## src/rtl/binary_to_decimal_ascii_core_assert.svh

```systemverilog
// assertion macros for the decimal ascii converter
`ifndef BINARY_TO_DECIMAL_ASCII_CORE_ASSERT_SVH
`define BINARY_TO_DECIMAL_ASCII_CORE_ASSERT_SVH
`ifndef NO_ASSERTIONS
`define B2DA_ASSERT_NOW(label, clk, rst, ante, cons) \
  label: assert property (@(posedge clk) disable iff (rst) (ante) |-> (cons)) \
    else $error("b2da check failed");
`define B2DA_ASSERT_NEXT(label, clk, rst, ante, cons) \
  label: assert property (@(posedge clk) disable iff (rst) (ante) |=> (cons)) \
    else $error("b2da check failed");
`else
`define B2DA_ASSERT_NOW(label, clk, rst, ante, cons)
`define B2DA_ASSERT_NEXT(label, clk, rst, ante, cons)
`endif
`endif

```

## src/rtl/b2da_pkg.sv

```systemverilog
// shared types and constants for the decimal ascii converter
package b2da_pkg;

  localparam int unsigned NUM_DIGITS      = 10;
  localparam int unsigned DIGIT_IDX_W     = 4;
  localparam int unsigned STEPS_PER_STAGE = 4;
  localparam int unsigned QUEUE_DEPTH     = 8;
  localparam int unsigned PTR_W           = $clog2(QUEUE_DEPTH);
  localparam int unsigned COUNT_W         = $clog2(QUEUE_DEPTH + 1);

  localparam logic [7:0] CHAR_ZERO  = 8'h30;
  localparam logic [7:0] CHAR_MINUS = 8'h2d;
  localparam logic [7:0] CHAR_NUL   = 8'h00;

  typedef logic [NUM_DIGITS-1:0][3:0] bcd_t;
  typedef logic [DIGIT_IDX_W-1:0]     digit_idx_t;

  typedef struct packed {
    logic       neg;
    logic [7:0] size;
  } meta_t;

  typedef struct packed {
    bcd_t       bcd;
    digit_idx_t nd;
    logic       neg;
    logic       err;
  } entry_t;

endpackage

```

## src/rtl/b2da_front.sv

```systemverilog
// input register: sign detection and magnitude
module b2da_front #(
  parameter int unsigned VALUE_WIDTH = 32,
  parameter int unsigned PAD_WIDTH   = 32
) (
  input  logic                 clk,
  input  logic                 rst,
  input  logic                 in_valid,
  input  logic [31:0]          value_bits,
  input  logic                 signed_mode,
  input  logic [7:0]           buffer_size,
  output logic                 valid,
  output logic [PAD_WIDTH-1:0] mag,
  output b2da_pkg::meta_t      meta
);

  localparam int unsigned MAG_W   = (VALUE_WIDTH < 32) ? VALUE_WIDTH : 32;
  // wider widths zero-extend the 32-bit field, so the sign bit is never set
  localparam bit          SIGN_ON = (VALUE_WIDTH <= 32);

  logic [MAG_W-1:0] raw;
  logic [MAG_W-1:0] mag_next;
  logic             neg_next;

  always_comb begin
    raw      = value_bits[MAG_W-1:0];
    neg_next = SIGN_ON && signed_mode && raw[MAG_W-1];
    mag_next = neg_next ? MAG_W'(~raw + MAG_W'(1)) : raw;
  end

  always_ff @(posedge clk) begin
    if (rst) begin
      valid <= 1'b0;
    end else begin
      valid <= in_valid;
    end
  end

  always_ff @(posedge clk) begin
    mag       <= PAD_WIDTH'(mag_next);
    meta.neg  <= neg_next;
    meta.size <= buffer_size;
  end

endmodule

```

## src/rtl/b2da_dabble.sv

```systemverilog
// one pipeline stage of shift-and-add-3 binary to bcd conversion
module b2da_dabble #(
  parameter int unsigned PAD_WIDTH = 32
) (
  input  logic                 clk,
  input  logic                 rst,
  input  logic                 in_valid,
  input  b2da_pkg::bcd_t       in_bcd,
  input  logic [PAD_WIDTH-1:0] in_bits,
  input  b2da_pkg::meta_t      in_meta,
  output logic                 valid,
  output b2da_pkg::bcd_t       bcd,
  output logic [PAD_WIDTH-1:0] bits,
  output b2da_pkg::meta_t      meta
);

  b2da_pkg::bcd_t       bcd_next;
  logic [PAD_WIDTH-1:0] bits_next;

  always_comb begin
    bcd_next  = in_bcd;
    bits_next = in_bits;
    for (int s = 0; s < b2da_pkg::STEPS_PER_STAGE; s++) begin
      for (int d = 0; d < b2da_pkg::NUM_DIGITS; d++) begin
        if (bcd_next[d] >= 4'd5) begin
          bcd_next[d] = bcd_next[d] + 4'd3;
        end
      end
      bcd_next  = b2da_pkg::bcd_t'({bcd_next, bits_next[PAD_WIDTH-1]});
      bits_next = bits_next << 1;
    end
  end

  always_ff @(posedge clk) begin
    if (rst) begin
      valid <= 1'b0;
    end else begin
      valid <= in_valid;
    end
  end

  always_ff @(posedge clk) begin
    bcd  <= bcd_next;
    bits <= bits_next;
    meta <= in_meta;
  end

endmodule

```

## src/rtl/b2da_emit.sv

```systemverilog
// length check, result queue and character serialiser
module b2da_emit (
  input  logic            clk,
  input  logic            rst,
  input  logic            in_valid,
  input  b2da_pkg::bcd_t  in_bcd,
  input  b2da_pkg::meta_t in_meta,
  output logic            strobe,
  output logic [7:0]      out_char,
  output logic            too_small,
  output logic            last_char
);

  b2da_pkg::entry_t                   slot [b2da_pkg::QUEUE_DEPTH];
  logic [b2da_pkg::PTR_W-1:0]         wr_ptr;
  logic [b2da_pkg::PTR_W-1:0]         rd_ptr;
  logic [b2da_pkg::COUNT_W-1:0]       fill;
  logic [3:0]                         pos;

  b2da_pkg::entry_t                   new_entry;
  b2da_pkg::digit_idx_t               nd;
  logic [4:0]                         need;

  b2da_pkg::entry_t                   head;
  logic                               emit;
  logic                               pop;
  logic [3:0]                         k;
  b2da_pkg::digit_idx_t               idx;
  logic [7:0]                         char_next;
  logic                               err_next;
  logic                               last_next;

  // digit count and buffer check on the finished bcd word
  always_comb begin
    nd = b2da_pkg::digit_idx_t'(1);
    for (int d = 0; d < b2da_pkg::NUM_DIGITS; d++) begin
      if (in_bcd[d] != 4'd0) begin
        nd = b2da_pkg::digit_idx_t'(d + 1);
      end
    end
    need          = 5'(nd) + 5'(in_meta.neg) + 5'd1;
    new_entry.bcd = in_bcd;
    new_entry.nd  = nd;
    new_entry.neg = in_meta.neg;
    new_entry.err = {3'b000, need} > in_meta.size;
  end

  always_comb begin
    head      = slot[rd_ptr];
    emit      = (fill != '0);
    k         = pos - 4'(head.neg);
    idx       = head.nd - 4'd1 - k;
    char_next = b2da_pkg::CHAR_NUL;
    err_next  = 1'b0;
    last_next = 1'b0;
    if (head.err) begin
      err_next  = 1'b1;
      last_next = 1'b1;
    end else if (head.neg && pos == 4'd0) begin
      char_next = b2da_pkg::CHAR_MINUS;
    end else if (k == head.nd) begin
      last_next = 1'b1;
    end else begin
      char_next = b2da_pkg::CHAR_ZERO + {4'd0, head.bcd[idx]};
    end
    pop = emit && last_next;
  end

  always_ff @(posedge clk) begin
    if (in_valid) begin
      slot[wr_ptr] <= new_entry;
    end
  end

  always_ff @(posedge clk) begin
    if (rst) begin
      wr_ptr <= '0;
      rd_ptr <= '0;
      fill   <= '0;
      pos    <= '0;
      strobe <= 1'b0;
    end else begin
      if (in_valid) begin
        wr_ptr <= wr_ptr + b2da_pkg::PTR_W'(1);
      end
      if (pop) begin
        rd_ptr <= rd_ptr + b2da_pkg::PTR_W'(1);
      end
      fill <= fill + b2da_pkg::COUNT_W'(in_valid) - b2da_pkg::COUNT_W'(pop);
      if (pop) begin
        pos <= '0;
      end else if (emit) begin
        pos <= pos + 4'd1;
      end
      strobe <= emit;
    end
  end

  always_ff @(posedge clk) begin
    out_char  <= char_next;
    too_small <= err_next;
    last_char <= last_next;
  end

endmodule

```

## src/rtl/binary_to_decimal_ascii_core.sv

```systemverilog
// top level of the decimal ascii converter
// A word is taken when start is high and busy is low, and may follow in the
// very next cycle. The value passes an input register and one shift-and-add-3
// stage per four bits of magnitude (eight for a width of 32), then waits in an
// eight-word result queue, from whose head its characters pass through an
// output register onto strobe. Characters then leave one per cycle with no gaps:
// sign, digits and terminator, 2 to 12 characters per word for a width of 32,
// or a single too_small result. Busy rises while eight accepted words are not
// yet fully sent, so strobe can never be held off and never overruns the queue.
// A word's place is free again in the cycle after its last result, so the
// character port sets the sustained rate except in a run of too_small
// results, which is held by the eight places of the queue.
module binary_to_decimal_ascii_core #(
  parameter int unsigned VALUE_WIDTH = 32
) (
  input  logic        clk,
  input  logic        rst,
  input  logic        start,
  output logic        busy,
  input  logic [31:0] value_bits,
  input  logic        signed_mode,
  input  logic [7:0]  buffer_size,
  output logic        strobe,
  output logic [7:0]  out_char,
  output logic        too_small,
  output logic        last_char
);

  `include "binary_to_decimal_ascii_core_assert.svh"

  localparam int unsigned MAG_W     = (VALUE_WIDTH < 32) ? VALUE_WIDTH : 32;
  localparam int unsigned NSTAGES   =
    (MAG_W + b2da_pkg::STEPS_PER_STAGE - 1) / b2da_pkg::STEPS_PER_STAGE;
  localparam int unsigned PAD_WIDTH = NSTAGES * b2da_pkg::STEPS_PER_STAGE;
  localparam logic [b2da_pkg::COUNT_W-1:0] CREDITS_MAX  =
    b2da_pkg::COUNT_W'(b2da_pkg::QUEUE_DEPTH);
  localparam logic [b2da_pkg::COUNT_W-1:0] CREDITS_LAST =
    b2da_pkg::COUNT_W'(b2da_pkg::QUEUE_DEPTH - 1);

  logic                           accept;
  logic                           release_word;
  logic [b2da_pkg::COUNT_W-1:0]   credits;

  logic                           stg_valid [NSTAGES+1];
  b2da_pkg::bcd_t                 stg_bcd   [NSTAGES+1];
  logic [PAD_WIDTH-1:0]           stg_bits  [NSTAGES+1];
  b2da_pkg::meta_t                stg_meta  [NSTAGES+1];

  assign accept       = start && !busy;
  assign release_word = strobe && last_char;
  assign busy         = (credits == CREDITS_MAX);
  assign stg_bcd[0]   = '0;

  // words in flight or queued; freed when the terminator or error leaves
  always_ff @(posedge clk) begin
    if (rst) begin
      credits <= '0;
    end else begin
      credits <= credits + b2da_pkg::COUNT_W'(accept)
                 - b2da_pkg::COUNT_W'(release_word);
    end
  end

  b2da_front #(
    .VALUE_WIDTH (VALUE_WIDTH),
    .PAD_WIDTH   (PAD_WIDTH)
  ) u_front (
    .clk         (clk),
    .rst         (rst),
    .in_valid    (accept),
    .value_bits  (value_bits),
    .signed_mode (signed_mode),
    .buffer_size (buffer_size),
    .valid       (stg_valid[0]),
    .mag         (stg_bits[0]),
    .meta        (stg_meta[0])
  );

  for (genvar g = 0; g < NSTAGES; g++) begin : g_stage
    b2da_dabble #(
      .PAD_WIDTH (PAD_WIDTH)
    ) u_dabble (
      .clk      (clk),
      .rst      (rst),
      .in_valid (stg_valid[g]),
      .in_bcd   (stg_bcd[g]),
      .in_bits  (stg_bits[g]),
      .in_meta  (stg_meta[g]),
      .valid    (stg_valid[g+1]),
      .bcd      (stg_bcd[g+1]),
      .bits     (stg_bits[g+1]),
      .meta     (stg_meta[g+1])
    );
  end

  b2da_emit u_emit (
    .clk       (clk),
    .rst       (rst),
    .in_valid  (stg_valid[NSTAGES]),
    .in_bcd    (stg_bcd[NSTAGES]),
    .in_meta   (stg_meta[NSTAGES]),
    .strobe    (strobe),
    .out_char  (out_char),
    .too_small (too_small),
    .last_char (last_char)
  );

  `B2DA_ASSERT_NOW(a_credit_bound, clk, rst, 1'b1, credits <= CREDITS_MAX)
  `B2DA_ASSERT_NOW(a_error_is_last, clk, rst, strobe && too_small, last_char && out_char == 8'h00)
  `B2DA_ASSERT_NOW(a_nul_is_last, clk, rst, strobe && out_char == b2da_pkg::CHAR_NUL, last_char)
  `B2DA_ASSERT_NEXT(a_full_blocks, clk, rst, accept && !release_word && credits == CREDITS_LAST, busy)

endmodule

```

## config.mk

```make
export PLATFORM = sky130hd
export DESIGN_NAME = binary_to_decimal_ascii_core
export DESIGN_NICKNAME = d
export VERILOG_FILES = /design/src/rtl/b2da_pkg.sv /design/src/rtl/b2da_front.sv /design/src/rtl/b2da_dabble.sv /design/src/rtl/b2da_emit.sv /design/src/rtl/binary_to_decimal_ascii_core.sv
export VERILOG_INCLUDE_DIRS = /design/src /design/src/rtl
export SDC_FILE = /design/constraint.sdc
export NUM_CORES = 1
export LEC_CHECK = 0
export ABC_AREA = 0
export BUFFER_PORTS_ARGS = -buffer_cell sky130_fd_sc_hd__buf_2
export CORE_MARGIN = 3
export CORE_UTILIZATION = 35
export CTS_CLUSTER_SIZE = 30
export DETAILED_ROUTE_END_ITERATION = 16
export GPL_TIMING_DRIVEN = 0
export SYNTH_ARGS = -nofsm -noshare
export SYNTH_HDL_FRONTEND = slang
export SYNTH_SLANG_ARGS = --single-unit
```

## constraint.sdc

```tcl
create_clock -name clk -period 5.9 [get_ports clk]
set_input_delay 0.59 -clock clk [delete_from_list [all_inputs] [get_ports clk]]
set_output_delay 0.59 -clock clk [all_outputs]
set_load 0.03 [all_outputs]
```

; Yosys cells after proc, flatten, opt, wreduce, memory -nomap -nowiden
; Memory sizes are Yosys's and may differ from the RTL's. A register that Yosys moved wholly into a read port is not among the register bits.
; Index checks and enable logic that the tools add are counted.
[totals]
ff_bits = 544
mem_bits_rw = 368
inputBits = 44
elab_cells = 975
memories = 1
[op_classes]
addsub = 279
n_lt_le_gt_ge = 267
eq_ne = 2
mux = 287
n_bitwise = 1
n_reduce_logical = 19
[mem_list]
columns = name, words, word_bits, rd, rd_clocked_by_memory_dff, wr, line_no
row1 = u_emit.slot, 8, 46, 1, 1, 1, b2da_emit.sv:14  ; b2da_pkg::entry_t slot [b2da_pkg::QUEUE_DEPTH];
[op_table]
columns = operator, count
row1 = greater-or-equal comparator 4 x 3 -> 1 bit (second input constant), 255
row2 = two-way mux 4 bit, 245
row3 = adder 4 x 2 -> 4 bit (second input constant), 234
row4 = two-way mux 3 bit, 28
row5 = adder 3 x 2 -> 3 bit (second input constant), 21
row6 = nonzero test 4 bit, 10
row7 = adder 32 x 1 -> 32 bit (second input constant), 1
row8 = two-way mux 32 bit, 1
row9 = NOT 32 bit, 1
row10 = adder 1 x 2 -> 3 bit (second input constant), 10
row11 = greater-or-equal comparator 1 x 3 -> 1 bit (second input constant), 10
row12 = binary-select mux 4 bit (select 4 bit), 1
row13 = two-way mux 6 bit, 2
row14 = subtractor 4 x 1 -> 4 bit, 3
row15 = adder 4 x 1 -> 4 bit, 2
row16 = > comparator 5 x 8 -> 1 bit, 1
row17 = two-way mux 1 bit, 8
row18 = adder 6 x 4 -> 7 bit (first input constant), 1
row19 = adder 3 x 1 -> 3 bit (second input constant), 2
row20 = adder 4 x 1 -> 5 bit, 1
row21 = adder 5 x 1 -> 5 bit (second input constant), 1
row22 = logical AND 1 bit, 5
row23 = < comparator 4 x 5 -> 1 bit (second input constant), 1
row24 = adder 4 x 1 -> 4 bit (second input constant), 1
row25 = other kinds (9), 10

; Depth between registers and ports, before layout
[logic_depth]
depth_word = 13
depth_mapped = 20
depth_no_buf = 20

; Modules after synthesis
; From an unflattened synthesis, not the netlist that was laid out.
[hier_totals]
cells_unflattened = 7829
area_unflattened_um2 = 71632.5
[modules_own_cells]
columns = mod, instances, cells_each, area_each_um2
row1 = b2da_dabble, 8, 855, 6751.5
row2 = b2da_emit, 1, 812, 15806.4
row3 = b2da_front, 1, 148, 1546.5
row4 = binary_to_decimal_ascii_core, 1, 29, 267.8

; Worst setup path after synthesis
; Ideal clock, no wire load.
[synth_path]
path_kind = register to register
startpoint = reg g_stage[7].u_dabble.valid
endpoint = mem u_emit.slot[0][0] in the netlist's numbering, enable pin
setup_ns = 0.506
t_arrival_ns = 3.691
required_ns = 5.394
path_slack_ns = 1.703
stages_incl_launch_ff = 3
path_cell_list = dfxtp_1 -> nand2b_1 -> nor3_1
[synth_between]
elab_chain_cells = 2
[synth_lines]
columns = element, line_no
row1 = from (decl), b2da_dabble.sv:11  ; output logic valid,
row2 = from (signal assigned), b2da_dabble.sv:38  ; valid <= in_valid;
row3 = two-way mux 1 bit, b2da_emit.sv:70  ; if (in_valid) begin
row4 = two-way mux 1 bit (implied by the code), b2da_emit.sv:71  ; slot[wr_ptr] <= new_entry;
row5 = to (decl), b2da_emit.sv:14
; Every way passes these cells.

==> impl_results.md <==
- Placeable Area: 115000 sq um
- Summed negative setup slack over all endpoints: 0 ns
- Number of endpoints with negative hold slack in the final report: 0
- Starting Density: approximately 36%
- Arrival @ worst endpoint: 5.63 ns
- First-pass GRT wire length: 131000 um
- Final setup violation count: 0
- Most common cell in the synthesized netlist: sky130_fd_sc_hd__dfxtp_1
- WL final: approximately 79000 um
- Netlist area before placement: just over 40000 sq um
- Congestion Overflow GR: 0
- Worst hold-check path type: in2reg
- Fraction of layout cells with a size suffix above 1: 12.9%
- Xor/xnor share of the synthesized area: 4.29%
- Initial antenna violation count: 1
- R2R setup slack: 0.82 ns
- Critical path data required time: 6.45 ns
- Worst max-slew margin expressed relative to the limit: a little under 30%
- Clock tree from TritonCTS: built
- Final period util: 86.0%
- Clock transition at the registers of the reported paths: 0.06 ns
- Biggest cell delay along the critical path: slightly below 0.7 ns
- Top-level I/O count: between 50 and 60
- Async set-reset flop share out of synthesis: 0%
- Top cells by area in the synthesized netlist: sky130_fd_sc_hd__edfxtp_1 27%, sky130_fd_sc_hd__dfxtp_1 22%, sky130_fd_sc_hd__mux4_2 6.4%
- Share of the core filled with cells in the final layout: between 40% and 50%
- Gate count after technology mapping: 3771
- Adder and majority gate portion of the synthesized area: 5.45%
- Die Ht: 348 um
- Detailed placement HPWL: roughly 55000 um
- Synth Flop Type: sky130_fd_sc_hd__dfxtp_1
- Worst-Skew Late Latency: 0.67 ns
- Number of storage elements in the synthesis netlist: 817
- Count of routing violations after the opening detailed-route iteration: 1951
- Cell types with the highest counts after synthesis: 449 x sky130_fd_sc_hd__dfxtp_1, 368 x sky130_fd_sc_hd__edfxtp_1, 276 x sky130_fd_sc_hd__a21oi_1, 256 x sky130_fd_sc_hd__nor2_1, 240 x sky130_fd_sc_hd__o21ai_0
- Area of all placed cells without fillers: 46700 sq um
- Die boundary width: 348 um
- Wire length per cell: approximately 14 um
- Top cell type by total area after synthesis: sky130_fd_sc_hd__edfxtp_1
- Number of global-route vias before repair: 26.7k
- Cell at the root of the clock tree: sky130_fd_sc_hd__clkbuf_16
- Dominant combinational cell family by area after synthesis: compound AO/OA/AOI/OAI gates
- Total global-route track usage: 12.8%
- Number of synthesized flops with an enable pin: 368
- Deepest clock path buffer count: 3
- Depth of the CTS H-tree: 3
- Number of instances in the placed design: 5361
- Cell-by-cell trace of the critical path: buf_2 -> clkbuf_1 -> clkbuf_1 -> mux4_2 -> mux2_2 -> ha_1 -> fa_1 -> xor2_1 -> buf_6 -> mux4_2 -> a21oi_1 -> a21oi_1
- Library cell contributing the largest single delay on the critical path: sky130_fd_sc_hd__xor2_1
- CP startpoint kind: flop
- Final Critical Period: around 5 ns
- Max Cap Violations: 0
- Synthesis Warnings: 0
- Area enclosed by the die boundary: 121000 sq um
- Number of buffers created by CTS: 86
- Total number of vias: 28.6k
- Maximum fanout along the worst path: 10
- Worst-margin pin slew: between 1 and 1.5 ns
- Crit Path Class: reg2reg
- Worst Skew: roughly 0.052 ns
- Timing-limited maximum frequency: 197 MHz
- Type of destination of the critical path: flop
- # Post-CTS Setup Buffers: 0
- Final estimated routing congestion in global placement: 0.854
- Number of antenna repair diodes: 0
- Area grow syn2layout: 14.0%
- Avg Vias per Cell: ~5.2
- Run status: completed
- Fill count: 11.0k
- Mux contribution to synthesized area: 10.2%
- Number of buffer and inverter instances along the worst setup path: 4
- Final-report max-slew violation count: 0
- Syn_area_per_cell: 10.9 sq um
- Total number of clock tree sinks: between 800 and 900
- # port buffers: 52
- TritonRoute pass-1 iters: 5
- Number of remaining DRC errors: 0
- CP delay by family, top: buffers and inverters
- Number of antenna-violating nets in the routed design: 0
- Number of standard cells in the final layout excluding fillers: between 5k and 6k
- Sequential cell area fraction in the yosys report: 49.0%
- Proportion of netlist area held by the largest area contributor: 27.0%
- Pin count of the biggest net entering global routing: 24
- Setup repair after global routing missed its margin: no
- Placed standard-cell area: 43600 sq um
- Number of distinct library cell variants in the gate-level netlist after synthesis: 108
- # nets final: 4165
- Compound-cell area share of the yosys netlist: 17.2%
- Std cell rows: 124
- Simple-gate share of the synthesized area: 11.0%
[cell families after synthesis]
family	after synthesis
other cells	1
xor+xnor	191
simple gates	917
flops	817
mux	262
buf+inv	317
compound gates	1089
fa+ha+maj	177
[cells in the final DEF (no fill, tap or decap), types with 17 or more instances in the layout]
master | netlist | layout
sky130_fd_sc_hd__a211oi_1 | 40 | 40
sky130_fd_sc_hd__a21o_1 | 39 | 39
sky130_fd_sc_hd__a21oi_1 | 276 | 276
sky130_fd_sc_hd__a31oi_1 | 52 | 52
sky130_fd_sc_hd__and2_1 | 24 | 24
sky130_fd_sc_hd__buf_2 | 18 | 70
sky130_fd_sc_hd__clkbuf_1 | 77 | 89
sky130_fd_sc_hd__clkbuf_16 | 0 | 89
sky130_fd_sc_hd__dfxtp_1 | 449 | 449
sky130_fd_sc_hd__edfxtp_1 | 368 | 368
sky130_fd_sc_hd__ha_1 | 172 | 172
sky130_fd_sc_hd__inv_1 | 206 | 206
sky130_fd_sc_hd__mux2_2 | 59 | 59
sky130_fd_sc_hd__mux2i_1 | 83 | 83
sky130_fd_sc_hd__mux4_2 | 116 | 116
sky130_fd_sc_hd__nand2_1 | 235 | 235
sky130_fd_sc_hd__nand2b_1 | 73 | 73
sky130_fd_sc_hd__nand3_1 | 61 | 61
sky130_fd_sc_hd__nor2_1 | 256 | 250
sky130_fd_sc_hd__nor2b_1 | 38 | 38
sky130_fd_sc_hd__nor3_1 | 70 | 68
sky130_fd_sc_hd__nor3b_1 | 48 | 48
sky130_fd_sc_hd__o211ai_1 | 24 | 24
sky130_fd_sc_hd__o21a_1 | 50 | 50
sky130_fd_sc_hd__o21ai_0 | 240 | 240
sky130_fd_sc_hd__o21ai_1 | 57 | 57
sky130_fd_sc_hd__o21bai_1 | 19 | 19
sky130_fd_sc_hd__o22ai_1 | 41 | 41
sky130_fd_sc_hd__o31ai_1 | 22 | 22
sky130_fd_sc_hd__o32ai_1 | 17 | 17
sky130_fd_sc_hd__or3_1 | 25 | 25
sky130_fd_sc_hd__xnor2_1 | 129 | 129
sky130_fd_sc_hd__xor2_1 | 51 | 51
[what timing repair did]
action / 4_1_cts / 5_1_grt
hold buffers: 8 / 0
endpoints found under the hold margin: 8 / 0
resized for setup: 0 / 0
[routing by layer]
layer | wire length (um) | track usage (%)
met1 | 36300 | 17.0
met2 | 37300 | 21.8
met3 | 4190 | 2.41
met4 | 1350 | 3.11
met5 | 0 | 0
[final cells by class]
| type | count | area (sq um) | share of cell area, % |
|---|---|---|---|
| flip-flops and latches | 817 | 20000 | 42.9 |
| clock inverters | 47 | 608 | 1.30 |
| multi-input cells | 2639 | 19700 | 42.3 |
| repair buffers | 85 | 768 | 1.65 |
| inverters | 213 | 800 | 1.71 |
| plain buffers | 104 | 424 | 0.909 |
| well taps | 1512 | 1890 | 4.05 |
| clock buffers | 110 | 2400 | 5.13 |
[final timing paths]
check                                      start                             endpoint  cells after the start
max                                         flop        u_emit.out_char[0]$_SDFF_PP0_                     12
min                                value_bits[0]               u_front.mag[0]$_DFF_P_                      1
max reg2reg                                 flop        u_emit.out_char[0]$_SDFF_PP0_                     12
min reg2reg  g_stage[0].u_dabble.bits[4]$_DFF_P_  g_stage[1].u_dabble.bits[8]$_DFF_P_                      0
[stage by stage]
stage | setup WS (ns) | hold slack, ns
3_3_place_gp | -2.15 | 0.310
6_report | 0.825 | 0.101
4_1_cts | 0.550 | 0.0499
5_1_grt | 0.620 | 0.0587
3_5_place_dp | 0.587 | 0.312
2_1_floorplan | 1.70 | 0.310
[worst reg2reg max path, cell delays in order, from the launching register on]
cell	delay (ns)
sky130_fd_sc_hd__dfxtp_1	0.33
sky130_fd_sc_hd__buf_2	0.27
sky130_fd_sc_hd__clkbuf_1	0.63
sky130_fd_sc_hd__clkbuf_1	0.57
sky130_fd_sc_hd__mux4_2	0.40
sky130_fd_sc_hd__mux2_2	0.30
sky130_fd_sc_hd__ha_1	0.22
sky130_fd_sc_hd__fa_1	0.38
sky130_fd_sc_hd__xor2_1	0.69
sky130_fd_sc_hd__buf_6	0.24
sky130_fd_sc_hd__mux4_2	0.55
sky130_fd_sc_hd__a21oi_1	0.27
sky130_fd_sc_hd__a21oi_1	0.11
[state kept, by name (all words and copies together), names as in the netlist, 6 cells and up, named ones only]
name / count
g_stage.u_dabble.bcd: 185
g_stage.u_dabble.bits: 112
g_stage.u_dabble.meta: 72
g_stage.u_dabble.valid: 8
u_emit.out_char: 6
u_emit.slot: 368
u_front.mag: 32
u_front.meta: 9
Power is not shown: default switching activity piles up to over one toggle a cycle in this logic, so the estimate is an artifact.
